$ cat config.mk
export PLATFORM = sky130hd
export DESIGN_NAME = controller_event_to_midi_mapper_unit_flat
export DESIGN_NICKNAME = d
export VERILOG_FILES = /design/src/cemm_pkg.sv /design/src/cemm_in_if.sv /design/src/cemm_out_if.sv /design/src/cemm_cfg_if.sv /design/src/controller_event_to_midi_mapper_unit.sv /design/src/cemm_cfg_regs.sv /design/src/cemm_front.sv /design/src/cemm_queue.sv /design/src/cemm_back.sv /design/src/flat_wrapper.sv
export SDC_FILE = /design/constraint.sdc
export NUM_CORES = 1
export LEC_CHECK = 0
export BUFFER_PORTS_ARGS = -buffer_cell sky130_fd_sc_hd__buf_2
export CAP_MARGIN = 30
export CORE_UTILIZATION = 55
export DETAILED_ROUTE_END_ITERATION = 8
export GPL_ROUTABILITY_DRIVEN = 0
export PLACE_DENSITY = 0.73
export SLEW_MARGIN = 40
export SYNTH_ARGS = -nofsm -noshare
export SYNTH_HDL_FRONTEND = slang
export SYNTH_SLANG_ARGS = --single-unit
$ cat constraint.sdc
create_clock -name clk -period 12.55 [get_ports clk]
set_clock_uncertainty 0.15 [all_clocks]
set_input_delay 1.8825 -clock clk [delete_from_list [all_inputs] [get_ports clk]]
set_output_delay 1.8825 -clock clk [all_outputs]
set_load 0.01 [all_outputs]
$ cat src/cemm_pkg.sv
// Shared types, codes and constants of the controller event to MIDI mapper.
package cemm_pkg;

  localparam int MATRIX_BUTTONS  = 16;
  localparam int SPECIAL_BUTTONS = 4;
  localparam int STOP_BUTTONS    = 4;
  localparam int FADER_COUNT     = 4;
  localparam int RAW_MAX         = 4095;
  localparam int CC_MAX          = 127;

  localparam int FUNC_W     = 3;
  localparam int INDEX_W    = 4;
  localparam int RAW_W      = 12;
  localparam int KIND_W     = 2;
  localparam int CHAN_W     = 4;
  localparam int NUM_W      = 7;
  localparam int DATA_W     = 7;
  localparam int CFG_IDX_W  = 3;
  localparam int CFG_DATA_W = 64;

  localparam int SLOTS        = 24;
  localparam int SLOT_W       = $clog2(SLOTS);
  localparam int SPECIAL_BASE = 16;
  localparam int STOP_BASE    = 20;
  localparam int ENC_SLOTS    = 8;
  localparam int ENC_W        = $clog2(ENC_SLOTS);
  localparam int KNOB_BASE    = 4;
  localparam int CTRL_COUNT   = 9;
  localparam int CTRL_W       = $clog2(CTRL_COUNT);
  localparam logic [CTRL_W-1:0] WHEEL_CTRL = CTRL_W'(8);

  localparam int NOTE_WORD_W = 8 * NUM_W;
  localparam int CTRL_WORD_W = CTRL_COUNT * NUM_W;
  localparam int SETUP_W     = 32;

  localparam logic [FUNC_W-1:0] FUNC_MATRIX  = 3'd0;
  localparam logic [FUNC_W-1:0] FUNC_SPECIAL = 3'd1;
  localparam logic [FUNC_W-1:0] FUNC_STOP    = 3'd2;
  localparam logic [FUNC_W-1:0] FUNC_FADER   = 3'd3;
  localparam logic [FUNC_W-1:0] FUNC_KNOB    = 3'd4;
  localparam logic [FUNC_W-1:0] FUNC_WHEEL   = 3'd5;

  localparam logic [KIND_W-1:0] KIND_NOTE_ON  = 2'd0;
  localparam logic [KIND_W-1:0] KIND_NOTE_OFF = 2'd1;
  localparam logic [KIND_W-1:0] KIND_CC       = 2'd2;

  localparam logic [CFG_IDX_W-1:0] CFG_TOGGLE_MASK   = 3'd0;
  localparam logic [CFG_IDX_W-1:0] CFG_NOTE_TABLE_A  = 3'd1;
  localparam logic [CFG_IDX_W-1:0] CFG_NOTE_TABLE_B  = 3'd2;
  localparam logic [CFG_IDX_W-1:0] CFG_NOTE_TABLE_C  = 3'd3;
  localparam logic [CFG_IDX_W-1:0] CFG_CTRL_TABLE    = 3'd4;
  localparam logic [CFG_IDX_W-1:0] CFG_MESSAGE_SETUP = 3'd5;

  // round(v * CC_MAX / RAW_MAX) half up = floor((2*v*CC_MAX + RAW_MAX) / (2*RAW_MAX)),
  // done as one constant multiply by a reciprocal that is exact over the whole range
  localparam longint unsigned SCALE_DIV   = 2 * RAW_MAX;
  localparam longint unsigned SCALE_NMAX  = 2 * RAW_MAX * CC_MAX + RAW_MAX;
  localparam int              SCALE_NW    = $clog2(SCALE_NMAX + 1);
  localparam int              SCALE_DW    = $clog2(SCALE_DIV + 1);
  localparam int              SCALE_SH    = SCALE_NW + SCALE_DW;
  localparam longint unsigned SCALE_RECIP =
    ((longint'(1) << SCALE_SH) + SCALE_DIV - 1) / SCALE_DIV;
  localparam longint unsigned SCALE_K1    = 2 * CC_MAX * SCALE_RECIP;
  localparam longint unsigned SCALE_K0    = RAW_MAX * SCALE_RECIP;
  localparam int              SCALE_W     = SCALE_SH + NUM_W + 1;

  typedef enum logic [1:0] {
    OP_BUTTON,
    OP_ENCODER,
    OP_WHEEL
  } op_t;

  typedef struct packed {
    op_t                op;
    logic [SLOT_W-1:0]  slot;
    logic               pressed;
    logic [ENC_W-1:0]   enc;
    logic               wheel_up;
    logic [NUM_W-1:0]   scaled;
  } entry_t;

  typedef struct packed {
    logic [SLOTS-1:0]                 toggle_mask;
    logic [SLOTS-1:0][NUM_W-1:0]      notes;
    logic [CTRL_COUNT-1:0][NUM_W-1:0] ctrls;
    logic [CHAN_W-1:0]                channel;
    logic [DATA_W-1:0]                vel_on;
    logic [DATA_W-1:0]                vel_off;
    logic [DATA_W-1:0]                wheel_inc;
    logic [DATA_W-1:0]                wheel_dec;
  } cfg_t;

endpackage

$ cat src/cemm_in_if.sv
// Panel event request channel.
interface cemm_in_if;
  logic                           valid;
  logic                           ready;
  logic [cemm_pkg::FUNC_W-1:0]    func;
  logic [cemm_pkg::INDEX_W-1:0]   index;
  logic                           pressed;
  logic [cemm_pkg::RAW_W-1:0]     raw_value;
  logic                           wheel_up;

  modport source(output valid, func, index, pressed, raw_value, wheel_up, input ready);
  modport sink(input valid, func, index, pressed, raw_value, wheel_up, output ready);
endinterface

$ cat src/cemm_out_if.sv
// MIDI message request channel.
interface cemm_out_if;
  logic                          valid;
  logic                          ready;
  logic [cemm_pkg::KIND_W-1:0]   msg_kind;
  logic [cemm_pkg::CHAN_W-1:0]   midi_channel;
  logic [cemm_pkg::NUM_W-1:0]    number;
  logic [cemm_pkg::DATA_W-1:0]   data_value;
  logic                          led_on;

  modport source(output valid, msg_kind, midi_channel, number, data_value, led_on,
                 input ready);
  modport sink(input valid, msg_kind, midi_channel, number, data_value, led_on,
               output ready);
endinterface

$ cat src/cemm_cfg_if.sv
// Configuration register write channel.
interface cemm_cfg_if;
  logic                             valid;
  logic                             ready;
  logic [cemm_pkg::CFG_IDX_W-1:0]   index;
  logic [cemm_pkg::CFG_DATA_W-1:0]  data;

  modport source(output valid, index, data, input ready);
  modport sink(input valid, index, data, output ready);
endinterface

$ cat src/controller_event_to_midi_mapper_unit.sv
// Top level of the controller event to MIDI mapper.
//
// in_ch takes one panel event per request (button, fader, knob or wheel step);
// out_ch gives at most one MIDI message per event, in event order. Events that
// make no message (unused func, index out of range, toggle release, unchanged
// position) are dropped without a slot on out_ch.
// cfg_ch writes the six mapping registers; it is always ready. The user must write
// it only while no event is in flight; the block itself does not enforce this.
// An accepted event reaches out_ch through the queue and the output register:
// the front end classifies and scales into a two-entry queue, the back end
// updates button and position state and loads the output register.
// Throughput: one event per cycle while out_ch is ready, set by the state update
// in the back end. When out_ch stalls, the output register holds its message, the
// queue fills and in_ch.ready drops once both queue entries are taken.
// Reset clears the registers, button states and stored positions to zero and
// empties the queue and the output register.
module controller_event_to_midi_mapper_unit (
  input  logic         clk,
  input  logic         rst_n,
  cemm_in_if.sink      in_ch,
  cemm_out_if.source   out_ch,
  cemm_cfg_if.sink     cfg_ch
);

  cemm_pkg::cfg_t    cfg;
  logic              q_full;
  logic              push;
  cemm_pkg::entry_t  push_entry;
  logic              head_valid;
  cemm_pkg::entry_t  head_entry;
  logic              pop;

  cemm_cfg_regs u_cfg (
    .clk    (clk),
    .rst_n  (rst_n),
    .cfg_ch (cfg_ch),
    .cfg    (cfg)
  );

  cemm_front u_front (
    .in_ch      (in_ch),
    .q_full     (q_full),
    .push       (push),
    .push_entry (push_entry)
  );

  cemm_queue u_queue (
    .clk        (clk),
    .rst_n      (rst_n),
    .push       (push),
    .push_entry (push_entry),
    .full       (q_full),
    .head_valid (head_valid),
    .head_entry (head_entry),
    .pop        (pop)
  );

  cemm_back u_back (
    .clk        (clk),
    .rst_n      (rst_n),
    .cfg        (cfg),
    .head_valid (head_valid),
    .head_entry (head_entry),
    .pop        (pop),
    .out_ch     (out_ch)
  );

endmodule

$ cat src/cemm_cfg_regs.sv
// Configuration registers and their unpacking into mapping tables.
module cemm_cfg_regs (
  input  logic            clk,
  input  logic            rst_n,
  cemm_cfg_if.sink        cfg_ch,
  output cemm_pkg::cfg_t  cfg
);

  logic [cemm_pkg::SLOTS-1:0]       toggle_r;
  logic [cemm_pkg::NOTE_WORD_W-1:0] note_a_r;
  logic [cemm_pkg::NOTE_WORD_W-1:0] note_b_r;
  logic [cemm_pkg::NOTE_WORD_W-1:0] note_c_r;
  logic [cemm_pkg::CTRL_WORD_W-1:0] ctrl_r;
  logic [cemm_pkg::SETUP_W-1:0]     setup_r;

  assign cfg_ch.ready = 1'b1;

  always_ff @(posedge clk) begin
    if (!rst_n) begin
      toggle_r <= '0;
      note_a_r <= '0;
      note_b_r <= '0;
      note_c_r <= '0;
      ctrl_r   <= '0;
      setup_r  <= '0;
    end else if (cfg_ch.valid && cfg_ch.ready) begin
      case (cfg_ch.index)
        cemm_pkg::CFG_TOGGLE_MASK:   toggle_r <= cfg_ch.data[cemm_pkg::SLOTS-1:0];
        cemm_pkg::CFG_NOTE_TABLE_A:  note_a_r <= cfg_ch.data[cemm_pkg::NOTE_WORD_W-1:0];
        cemm_pkg::CFG_NOTE_TABLE_B:  note_b_r <= cfg_ch.data[cemm_pkg::NOTE_WORD_W-1:0];
        cemm_pkg::CFG_NOTE_TABLE_C:  note_c_r <= cfg_ch.data[cemm_pkg::NOTE_WORD_W-1:0];
        cemm_pkg::CFG_CTRL_TABLE:    ctrl_r   <= cfg_ch.data[cemm_pkg::CTRL_WORD_W-1:0];
        cemm_pkg::CFG_MESSAGE_SETUP: setup_r  <= cfg_ch.data[cemm_pkg::SETUP_W-1:0];
        default: begin
        end
      endcase
    end
  end

  assign cfg.toggle_mask = toggle_r;
  assign cfg.notes       = {note_c_r, note_b_r, note_a_r};
  assign cfg.ctrls       = ctrl_r;
  assign cfg.channel     = setup_r[3:0];
  assign cfg.vel_on      = setup_r[10:4];
  assign cfg.vel_off     = setup_r[17:11];
  assign cfg.wheel_inc   = setup_r[24:18];
  assign cfg.wheel_dec   = setup_r[31:25];

endmodule

$ cat src/cemm_front.sv
// Front end: accepts panel events, drops invalid ones, maps slots and scales positions.
module cemm_front (
  cemm_in_if.sink                 in_ch,
  input  logic                    q_full,
  output logic                    push,
  output cemm_pkg::entry_t        push_entry
);

  logic                          keep;
  logic [cemm_pkg::RAW_W-1:0]    raw_c;
  logic [cemm_pkg::SCALE_W-1:0]  prod;
  logic [cemm_pkg::NUM_W:0]      scaled_full;

  assign in_ch.ready = !q_full;
  assign push        = in_ch.valid && in_ch.ready && keep;

  always_comb begin
    raw_c = (32'(in_ch.raw_value) > cemm_pkg::RAW_MAX) ?
            cemm_pkg::RAW_W'(cemm_pkg::RAW_MAX) : in_ch.raw_value;
    prod  = cemm_pkg::SCALE_W'(raw_c) * cemm_pkg::SCALE_W'(cemm_pkg::SCALE_K1) +
            cemm_pkg::SCALE_W'(cemm_pkg::SCALE_K0);
    scaled_full = prod[cemm_pkg::SCALE_W-1:cemm_pkg::SCALE_SH];
  end

  always_comb begin
    keep                = 1'b0;
    push_entry.op       = cemm_pkg::OP_WHEEL;
    push_entry.slot     = cemm_pkg::SLOT_W'(in_ch.index);
    push_entry.pressed  = in_ch.pressed;
    push_entry.enc      = cemm_pkg::ENC_W'(in_ch.index);
    push_entry.wheel_up = in_ch.wheel_up;
    push_entry.scaled   = (32'(scaled_full) > cemm_pkg::CC_MAX) ?
                          cemm_pkg::NUM_W'(cemm_pkg::CC_MAX) :
                          cemm_pkg::NUM_W'(scaled_full);
    case (in_ch.func)
      cemm_pkg::FUNC_MATRIX: begin
        keep          = 32'(in_ch.index) < cemm_pkg::MATRIX_BUTTONS;
        push_entry.op = cemm_pkg::OP_BUTTON;
      end
      cemm_pkg::FUNC_SPECIAL: begin
        keep            = 32'(in_ch.index) < cemm_pkg::SPECIAL_BUTTONS;
        push_entry.op   = cemm_pkg::OP_BUTTON;
        push_entry.slot = cemm_pkg::SLOT_W'(cemm_pkg::SPECIAL_BASE) +
                          cemm_pkg::SLOT_W'(in_ch.index);
      end
      cemm_pkg::FUNC_STOP: begin
        keep            = 32'(in_ch.index) < cemm_pkg::STOP_BUTTONS;
        push_entry.op   = cemm_pkg::OP_BUTTON;
        push_entry.slot = cemm_pkg::SLOT_W'(cemm_pkg::STOP_BASE) +
                          cemm_pkg::SLOT_W'(in_ch.index);
      end
      cemm_pkg::FUNC_FADER: begin
        keep          = 32'(in_ch.index) < cemm_pkg::FADER_COUNT;
        push_entry.op = cemm_pkg::OP_ENCODER;
      end
      cemm_pkg::FUNC_KNOB: begin
        keep           = 32'(in_ch.index) < cemm_pkg::FADER_COUNT;
        push_entry.op  = cemm_pkg::OP_ENCODER;
        push_entry.enc = cemm_pkg::ENC_W'(cemm_pkg::KNOB_BASE) +
                         cemm_pkg::ENC_W'(in_ch.index);
      end
      cemm_pkg::FUNC_WHEEL: begin
        keep          = 1'b1;
        push_entry.op = cemm_pkg::OP_WHEEL;
      end
      default: begin
        keep = 1'b0;
      end
    endcase
  end

endmodule

$ cat src/cemm_queue.sv
// Two-entry queue between the front end and the back end.
module cemm_queue (
  input  logic              clk,
  input  logic              rst_n,
  input  logic              push,
  input  cemm_pkg::entry_t  push_entry,
  output logic              full,
  output logic              head_valid,
  output cemm_pkg::entry_t  head_entry,
  input  logic              pop
);

  cemm_pkg::entry_t mem_r [2];
  logic             wr_ptr_r;
  logic             rd_ptr_r;
  logic [1:0]       count_r;

  assign full       = count_r == 2'd2;
  assign head_valid = count_r != 2'd0;
  assign head_entry = mem_r[rd_ptr_r];

  always_ff @(posedge clk) begin
    if (!rst_n) begin
      wr_ptr_r <= 1'b0;
      rd_ptr_r <= 1'b0;
      count_r  <= 2'd0;
    end else begin
      if (push) wr_ptr_r <= !wr_ptr_r;
      if (pop)  rd_ptr_r <= !rd_ptr_r;
      if (push && !pop)      count_r <= count_r + 2'd1;
      else if (pop && !push) count_r <= count_r - 2'd1;
    end
  end

  always_ff @(posedge clk) begin
    if (push) mem_r[wr_ptr_r] <= push_entry;
  end

endmodule

$ cat src/cemm_back.sv
// Back end: button and position state, message build and output register.
module cemm_back (
  input  logic              clk,
  input  logic              rst_n,
  input  cemm_pkg::cfg_t    cfg,
  input  logic              head_valid,
  input  cemm_pkg::entry_t  head_entry,
  output logic              pop,
  cemm_out_if.source        out_ch
);

  logic [cemm_pkg::SLOTS-1:0]  button_state_r;
  logic [cemm_pkg::NUM_W-1:0]  last_cc_r [cemm_pkg::ENC_SLOTS];

  logic                         out_valid_r;
  logic [cemm_pkg::KIND_W-1:0]  out_kind_r;
  logic [cemm_pkg::CHAN_W-1:0]  out_chan_r;
  logic [cemm_pkg::NUM_W-1:0]   out_num_r;
  logic [cemm_pkg::DATA_W-1:0]  out_data_r;
  logic                         out_led_r;

  logic                         has_res;
  logic                         cur_on;
  logic                         on_nxt;
  logic [cemm_pkg::KIND_W-1:0]  kind_nxt;
  logic [cemm_pkg::NUM_W-1:0]   num_nxt;
  logic [cemm_pkg::DATA_W-1:0]  data_nxt;
  logic                         led_nxt;

  assign pop = head_valid && (!out_valid_r || out_ch.ready);

  always_comb begin
    has_res  = 1'b0;
    cur_on   = button_state_r[head_entry.slot];
    on_nxt   = cur_on;
    kind_nxt = cemm_pkg::KIND_CC;
    num_nxt  = cfg.ctrls[cemm_pkg::WHEEL_CTRL];
    data_nxt = head_entry.scaled;
    led_nxt  = 1'b0;
    case (head_entry.op)
      cemm_pkg::OP_BUTTON: begin
        if (cfg.toggle_mask[head_entry.slot]) begin
          on_nxt  = !cur_on;
          has_res = head_entry.pressed;
        end else begin
          on_nxt  = head_entry.pressed;
          has_res = 1'b1;
        end
        kind_nxt = on_nxt ? cemm_pkg::KIND_NOTE_ON : cemm_pkg::KIND_NOTE_OFF;
        num_nxt  = cfg.notes[head_entry.slot];
        data_nxt = on_nxt ? cfg.vel_on : cfg.vel_off;
        led_nxt  = on_nxt;
      end
      cemm_pkg::OP_ENCODER: begin
        has_res = head_entry.scaled != last_cc_r[head_entry.enc];
        num_nxt = cfg.ctrls[cemm_pkg::CTRL_W'(head_entry.enc)];
      end
      cemm_pkg::OP_WHEEL: begin
        has_res  = 1'b1;
        data_nxt = head_entry.wheel_up ? cfg.wheel_inc : cfg.wheel_dec;
      end
      default: begin
        has_res = 1'b0;
      end
    endcase
  end

  always_ff @(posedge clk) begin
    if (!rst_n) begin
      button_state_r <= '0;
      for (int i = 0; i < cemm_pkg::ENC_SLOTS; i++) last_cc_r[i] <= '0;
      out_valid_r <= 1'b0;
    end else begin
      if (pop && has_res && head_entry.op == cemm_pkg::OP_BUTTON)
        button_state_r[head_entry.slot] <= on_nxt;
      if (pop && has_res && head_entry.op == cemm_pkg::OP_ENCODER)
        last_cc_r[head_entry.enc] <= head_entry.scaled;
      if (pop && has_res)     out_valid_r <= 1'b1;
      else if (out_ch.ready)  out_valid_r <= 1'b0;
    end
  end

  always_ff @(posedge clk) begin
    if (pop && has_res) begin
      out_kind_r <= kind_nxt;
      out_chan_r <= cfg.channel;
      out_num_r  <= num_nxt;
      out_data_r <= data_nxt;
      out_led_r  <= led_nxt;
    end
  end

  assign out_ch.valid        = out_valid_r;
  assign out_ch.msg_kind     = out_kind_r;
  assign out_ch.midi_channel = out_chan_r;
  assign out_ch.number       = out_num_r;
  assign out_ch.data_value   = out_data_r;
  assign out_ch.led_on       = out_led_r;

endmodule

$ cat src/flat_wrapper.sv
// flat-port wrapper written by rule: the top's interface ports become plain ports
module controller_event_to_midi_mapper_unit_flat 
  (clk, rst_n, in_ch_valid, in_ch_func, in_ch_index, in_ch_pressed, in_ch_raw_value, in_ch_wheel_up, in_ch_ready, out_ch_valid, out_ch_msg_kind, out_ch_midi_channel, out_ch_number, out_ch_data_value, out_ch_led_on, out_ch_ready, cfg_ch_valid, cfg_ch_index, cfg_ch_data, cfg_ch_ready);
  cemm_in_if in_ch_i ();
  cemm_out_if out_ch_i ();
  cemm_cfg_if cfg_ch_i ();
  input  logic clk;
  input  logic rst_n;
  input wire logic [$bits(in_ch_i.valid)-1:0] in_ch_valid;
  input wire logic [$bits(in_ch_i.func)-1:0] in_ch_func;
  input wire logic [$bits(in_ch_i.index)-1:0] in_ch_index;
  input wire logic [$bits(in_ch_i.pressed)-1:0] in_ch_pressed;
  input wire logic [$bits(in_ch_i.raw_value)-1:0] in_ch_raw_value;
  input wire logic [$bits(in_ch_i.wheel_up)-1:0] in_ch_wheel_up;
  output wire logic [$bits(in_ch_i.ready)-1:0] in_ch_ready;
  output wire logic [$bits(out_ch_i.valid)-1:0] out_ch_valid;
  output wire logic [$bits(out_ch_i.msg_kind)-1:0] out_ch_msg_kind;
  output wire logic [$bits(out_ch_i.midi_channel)-1:0] out_ch_midi_channel;
  output wire logic [$bits(out_ch_i.number)-1:0] out_ch_number;
  output wire logic [$bits(out_ch_i.data_value)-1:0] out_ch_data_value;
  output wire logic [$bits(out_ch_i.led_on)-1:0] out_ch_led_on;
  input wire logic [$bits(out_ch_i.ready)-1:0] out_ch_ready;
  input wire logic [$bits(cfg_ch_i.valid)-1:0] cfg_ch_valid;
  input wire logic [$bits(cfg_ch_i.index)-1:0] cfg_ch_index;
  input wire logic [$bits(cfg_ch_i.data)-1:0] cfg_ch_data;
  output wire logic [$bits(cfg_ch_i.ready)-1:0] cfg_ch_ready;
  assign in_ch_i.valid = in_ch_valid;
  assign in_ch_i.func = in_ch_func;
  assign in_ch_i.index = in_ch_index;
  assign in_ch_i.pressed = in_ch_pressed;
  assign in_ch_i.raw_value = in_ch_raw_value;
  assign in_ch_i.wheel_up = in_ch_wheel_up;
  assign in_ch_ready = in_ch_i.ready;
  assign out_ch_valid = out_ch_i.valid;
  assign out_ch_msg_kind = out_ch_i.msg_kind;
  assign out_ch_midi_channel = out_ch_i.midi_channel;
  assign out_ch_number = out_ch_i.number;
  assign out_ch_data_value = out_ch_i.data_value;
  assign out_ch_led_on = out_ch_i.led_on;
  assign out_ch_i.ready = out_ch_ready;
  assign cfg_ch_i.valid = cfg_ch_valid;
  assign cfg_ch_i.index = cfg_ch_index;
  assign cfg_ch_i.data = cfg_ch_data;
  assign cfg_ch_ready = cfg_ch_i.ready;
  controller_event_to_midi_mapper_unit u_core (.clk(clk), .rst_n(rst_n), .in_ch(in_ch_i), .out_ch(out_ch_i), .cfg_ch(cfg_ch_i));
endmodule
# Word level (Yosys, flattened, before mapping)
# Memories as Yosys holds them, arrays and structs flattened. A register that Yosys moved wholly into a read port is not among the register bits.
# Index checks and enable logic that the tools add are counted.
[classes] order_cmp=5 addsub=6 muxes=41 reduce_logical=34 n_eq_ne=14 multipliers=1
[ops] op="$mux W7" n=6
[ops] op="$add A40 B33 Y41 const B" n=1
[ops] op="$mul A12 B27 Y39 const B" n=1
[ops] op="$bmux W7 S5" n=1
[ops] op="$pmux W7 S2" n=2
[ops] op="$bwmux W24" n=1
[ops] op="$bmux W7 S3" n=1
[ops] op="$mux W1" n=19
[ops] op="$eq A3 B2 Y1 const B" n=4
[ops] op="$eq A3 B3 Y1 const B" n=4
[ops] op="$reduce_and A2 Y1" n=6
[ops] op="$add A5 B4 Y5 const A" n=2
[ops] op="$bmux W1 S5" n=2
[ops] op="$pmux W5 S2" n=1
[ops] op="$logic_and A1 B1 Y1" n=9
[ops] op="$gt A8 B7 Y1 const B" n=1
[ops] op="$logic_not A1 Y1" n=7
[ops] op="$ne A7 B7 Y1" n=1
[ops] op="$reduce_or A7 Y1" n=1
[ops] op="$eq A3 B1 Y1 const B" n=2
[ops] op="$logic_not A3 Y1" n=2
[ops] op="$lt A5 B6 Y1 const B" n=1
[ops] op="$mux W3" n=2
[ops] op="$reduce_bool A2 Y1" n=3
[ops] op="18 further kinds" n=21
[totals] out_inout_bits=24 regBits=337 memories=2 elab_cells=119 ramBits=94
[memory_table] name="u_core.u_back.last_cc_r" words=8 word_bits=7 read_ports=1 rd_ports_with_merged_regs=0 wr=8 line_no="cemm_back.sv:13" rtl="logic [cemm_pkg::NUM_W-1:0] last_cc_r [cemm_pkg::ENC_SLOTS];"
[memory_table] name="u_core.u_queue.mem_r" words=2 word_bits=19 read_ports=1 rd_ports_with_merged_regs=1 wr=1 line_no="cemm_queue.sv:13" rtl="cemm_pkg::entry_t mem_r [2];"

# Logic depth before layout (Yosys ltp)
[logic_depth] word_depth=11 depth_mapped=25

# Hierarchy
# Synthesis repeated with hierarchy kept, for this count alone.
[hier_totals] hier_cells=2492 area_unflattened_um2=25702.2
[modules_own_cells] module="cemm_cfg_regs" area_per_inst_um2=10402.5 n_inst=1 cells_per_inst=1002
[modules_own_cells] module="cemm_back" area_per_inst_um2=7434.6 n_inst=1 cells_per_inst=642
[modules_own_cells] module="cemm_front" area_per_inst_um2=6272.3 n_inst=1 cells_per_inst=767
[modules_own_cells] module="cemm_queue" area_per_inst_um2=1592.8 n_inst=1 cells_per_inst=81

# Worst setup path before layout
# No wires, ideal clock.
[synth_path] path_kind="in2reg" startpoint="input in_ch_raw_value[6]" endpoint="memory u_core.u_queue.mem_r[0][6] (netlist name), data pin" path_stages=23 t_arrival_ns=7.906 path_slack_ns=4.213 cell_sequence="inv_1 -> fa_1 -> inv_1 -> fa_1 -> inv_1 -> fa_1 -> inv_1 -> fa_1 -> inv_1 -> fa_1 -> inv_1 -> ha_1 -> buf_2 -> and3_1 -> nand3_1 -> a2111oi_2 -> nor3b_1 -> or3_1 -> a2111o_1 -> or4b_1 -> and2_1 -> nor3_2 -> mux2i_1"
[synth_lines] item="start, declared" line_no="flat_wrapper.sv:13" rtl="input wire logic [$bits(in_ch_i.raw_value)-1:0] in_ch_raw_value;"
[synth_lines] item="end, declared" line_no="cemm_queue.sv:13"

==> impl_results.md <==
* Total power draw at ~7.7 mW
* EDFF count, synth at 111
* Global-route wire length before repair at 109000 microns
* CTS clk-pin slew, worst paths at about 0.060 ns
* Fin. Hold Viols at 0
* Register Area at roughly 9700 sq um
* Setup CP Type: input port to register
* Adder-cell share of the synthesized area at 0.125
* Post-synthesis compound-gate area fraction at 0.165
* Vias at 20200
* Tot GR Track Use at 0.299
* Height of the die at 215 microns
* TritonCTS clock tree: yes
* Hold Buf Count CTS at 0
* Nets at between 3000 and 4000
* Fmax at approximately 110 MHz
* Initial antenna violation count at 3
* Setup-failing EPs final at 0
* CP Launch Point: in_ch_raw_value[6]
* Post-synth top flop: dfxtp_1
* Total gr overflow at 0
* Die width at 215 microns
* Via density at 5.94
* Critical Path AT at 9.10 ns
* XOR/XNOR Fraction of Synth Area at 0.0130
* # clock sinks at 428
* Drt wl/cell at 20.3 microns
* Worst setup margin at 3.69 ns
* Fill count at 3739
* Area after DPL at between 20000 and 30000 sq um
* Simple-gate share of the synthesized area at 0.168
* CP Capture Type: register
* DRC viols at 0
* HP Class: register to register
* CTS resizes at 0
* FF+latch count, synth at 428
* Minimum clock period at 8.86 ns
* Worst-Margin Slew at ~0.84 ns
* Final Max Slew Viols at 0
* Postcts setup bufs at 0
* Synth top area cells: dfxtp_1 25%, edfxtp_1 13%, nand2_1 11%
* Post-synth top area share at 0.255
* Area Overhead vs Synth at 10.1%
* Slew margin rel. at 0.434
* Mux share of post-synthesis cell area at 0.0862
* Total core area at 44400 sq um
* Synth Net Count at 3032
* Clock Latency Late Sink at 0.58 ns
* Cell Area, Synth at between 20000 and 25000 sq um
* Max Cap Viol at 0
* Largest family of logic cells by synthesized area: simple AND/OR/NAND/NOR gates
* Final wirelength at between 60000 and 70000 microns
* First-pass iteration count of the detailed router at 6
* Syn_area_per_cell at 9.07 sq um
* HPWL after detailed placement at just under 50000 microns
* Power Density at 281 nW/um^2
* Static leakage at 10.8 nW
* Worst hold-check slack at 0.286 ns
* Starting Density at 0.561
* TNS Setup at 0 ns
* CTS HTree Levels at 2
* Leading area contributor after synthesis: dfxtp_1
* Hold path startpoint: u_core.u_cfg.setup_r[2]
* Outcome: completed
* Largest net degree at the start of global routing at 130
* Port Buffers at 114
* Pre-CTS setup slack at 3.27 ns
* Vias in the first global route at 19800
* Unrepaired setup endpoints after global routing: false
* Async set-or-reset flop fraction in the synthesized netlist at 0
* Die Area at 46200 sq um
* Worst vdd ir at 0.000552 V
* Clock buffer depth at 3
* Final Cell Area at 27400 sq um
* Footprint of the multi-input gates at between 10000 and 15000 sq um
* Yosys warns at 0
* Root buf cell: clkbuf_16
* Row cnt at 77
* Period utilization at 0.706
* 1st-iter DRT viols at around 2200
* Register area share after synthesis at 0.388
* Max FO, Critical Path at 11
* CTS Buf Count at 44
* Post-synthesis instance total at approximately 2700
* Yosys cell types at 77
* Worst endpoint required time at 12.79 ns
* Critical path startpoint category: input port
* DRT antenna net count at 0
* Io pins at 117
* Layout cells sized above 1 at 0.113
## cell families after synthesis
logic type      Yosys count
simple gates           1011
compound gates          587
flops                   428
buf+inv                 351
fa+ha+maj               192
mux                     140
xor+xnor                 37
other cells               1
## report_power, final
part           leakage, nW  internal (mW)  switching (mW)
clock network        0.749          0.822           0.566
logic                 6.36           1.73            2.99
registers             3.65           1.56          0.0299
total                 10.8           4.12            3.59
## per-layer routing
layer	track usage	routed length, microns
met4	0.0950	1650
met3	0.0405	5510
met5	0	0
met1	0.406	29100
met2	0.493	32800
## stage by stage
step / instances / util
2_1_floorplan: 2747 / -
3_3_place_gp: 3313 / 0.582
3_5_place_dp: 3313 / 0.583
4_1_cts: 3392 / 0.617
5_1_grt: 3395 / 0.618
6_report: 3395 / 0.618
## synthesized netlist by cell type (31+ instances only)
master	n
clkbuf_1	131
nand2_1	739
o21ai_0	56
mux4_2	58
nor2_1	112
fa_1	96
a21oi_1	85
nand3_1	31
ha_1	96
edfxtp_1	111
inv_1	184
mux2i_1	67
a21boi_0	290
dfxtp_1	317
## path summary, 6_finish.rpt
kind                                                to  slack (ns)  depth (start not counted)
setup / recovery            u_core.u_queue.mem_r[0][1]        3.69                         23
hold reg to reg   u_core.u_back.out_ch.midi_channel[2]        0.29                          0
setup reg to reg         u_core.u_back.last_cc_r[4][6]        7.55                         12
hold / removal    u_core.u_back.out_ch.midi_channel[2]        0.29                          0
## flip-flops by register name, indices dropped and copies added, names as in the netlist, 4 cells and up, named ones only
register / flops
u_core.u_cfg.note_c_r: 56
u_core.u_cfg.setup_r: 32
u_core.u_queue.mem_r: 34
u_core.u_cfg.toggle_r: 24
u_core.u_back.out_ch.number: 7
u_core.u_back.button_state_r: 24
u_core.u_cfg.note_a_r: 56
u_core.u_back.last_cc_r: 56
u_core.u_cfg.ctrl_r: 63
u_core.u_back.out_ch.midi_channel: 4
u_core.u_back.out_ch.data_value: 7
u_core.u_cfg.note_b_r: 56
## area by class of cell
type / instances / area share
clock inverter: 15 / 0.00862
inverter: 184 / 0.0252
clock buffer: 64 / 0.0470
timing repair buffer: 141 / 0.0290
antenna: 3 / 0.000274
tap: 592 / 0.0270
sequential: 428 / 0.353
multi-input combinational: 1968 / 0.510
## placed cells by master (no fill, tap or decap), types with 13 or more instances in the layout
cell and n:
mux2_2 13, nor3_1 22, mux4_2 58, a21boi_0 290, mux2i_1 61, fa_1 96
a21oi_1 85, and2_1 23, clkbuf_16 46, nand2_1 738, edfxtp_1 111, nand3_1 29
ha_1 96, dfxtp_1 317, o22ai_1 15, o21ai_0 56, xnor2_1 26, a31oi_1 13
inv_1 183, a211oi_1 13, buf_2 113, a21o_1 21, nor2_1 111, buf_4 23
and3_1 14
## worst max-delay path: stages
cell      delay (ns)
buf_2           0.14
inv_1           0.10
fa_1            0.58
inv_1           0.19
fa_1            0.56
inv_1           0.06
fa_1            0.55
inv_1           0.08
fa_1            0.51
inv_1           0.06
fa_1            0.54
inv_1           0.05
ha_1            0.44
a21oi_1         0.33
o21ai_0         0.29
a211oi_1        0.50
o21ai_1         0.28
xnor2_1         0.21
a2111o_1        0.40
nor4_1          0.40
or2_2           0.28
or4b_4          0.51
o21ai_1         0.13
Power figures use the tool's default switching activity.
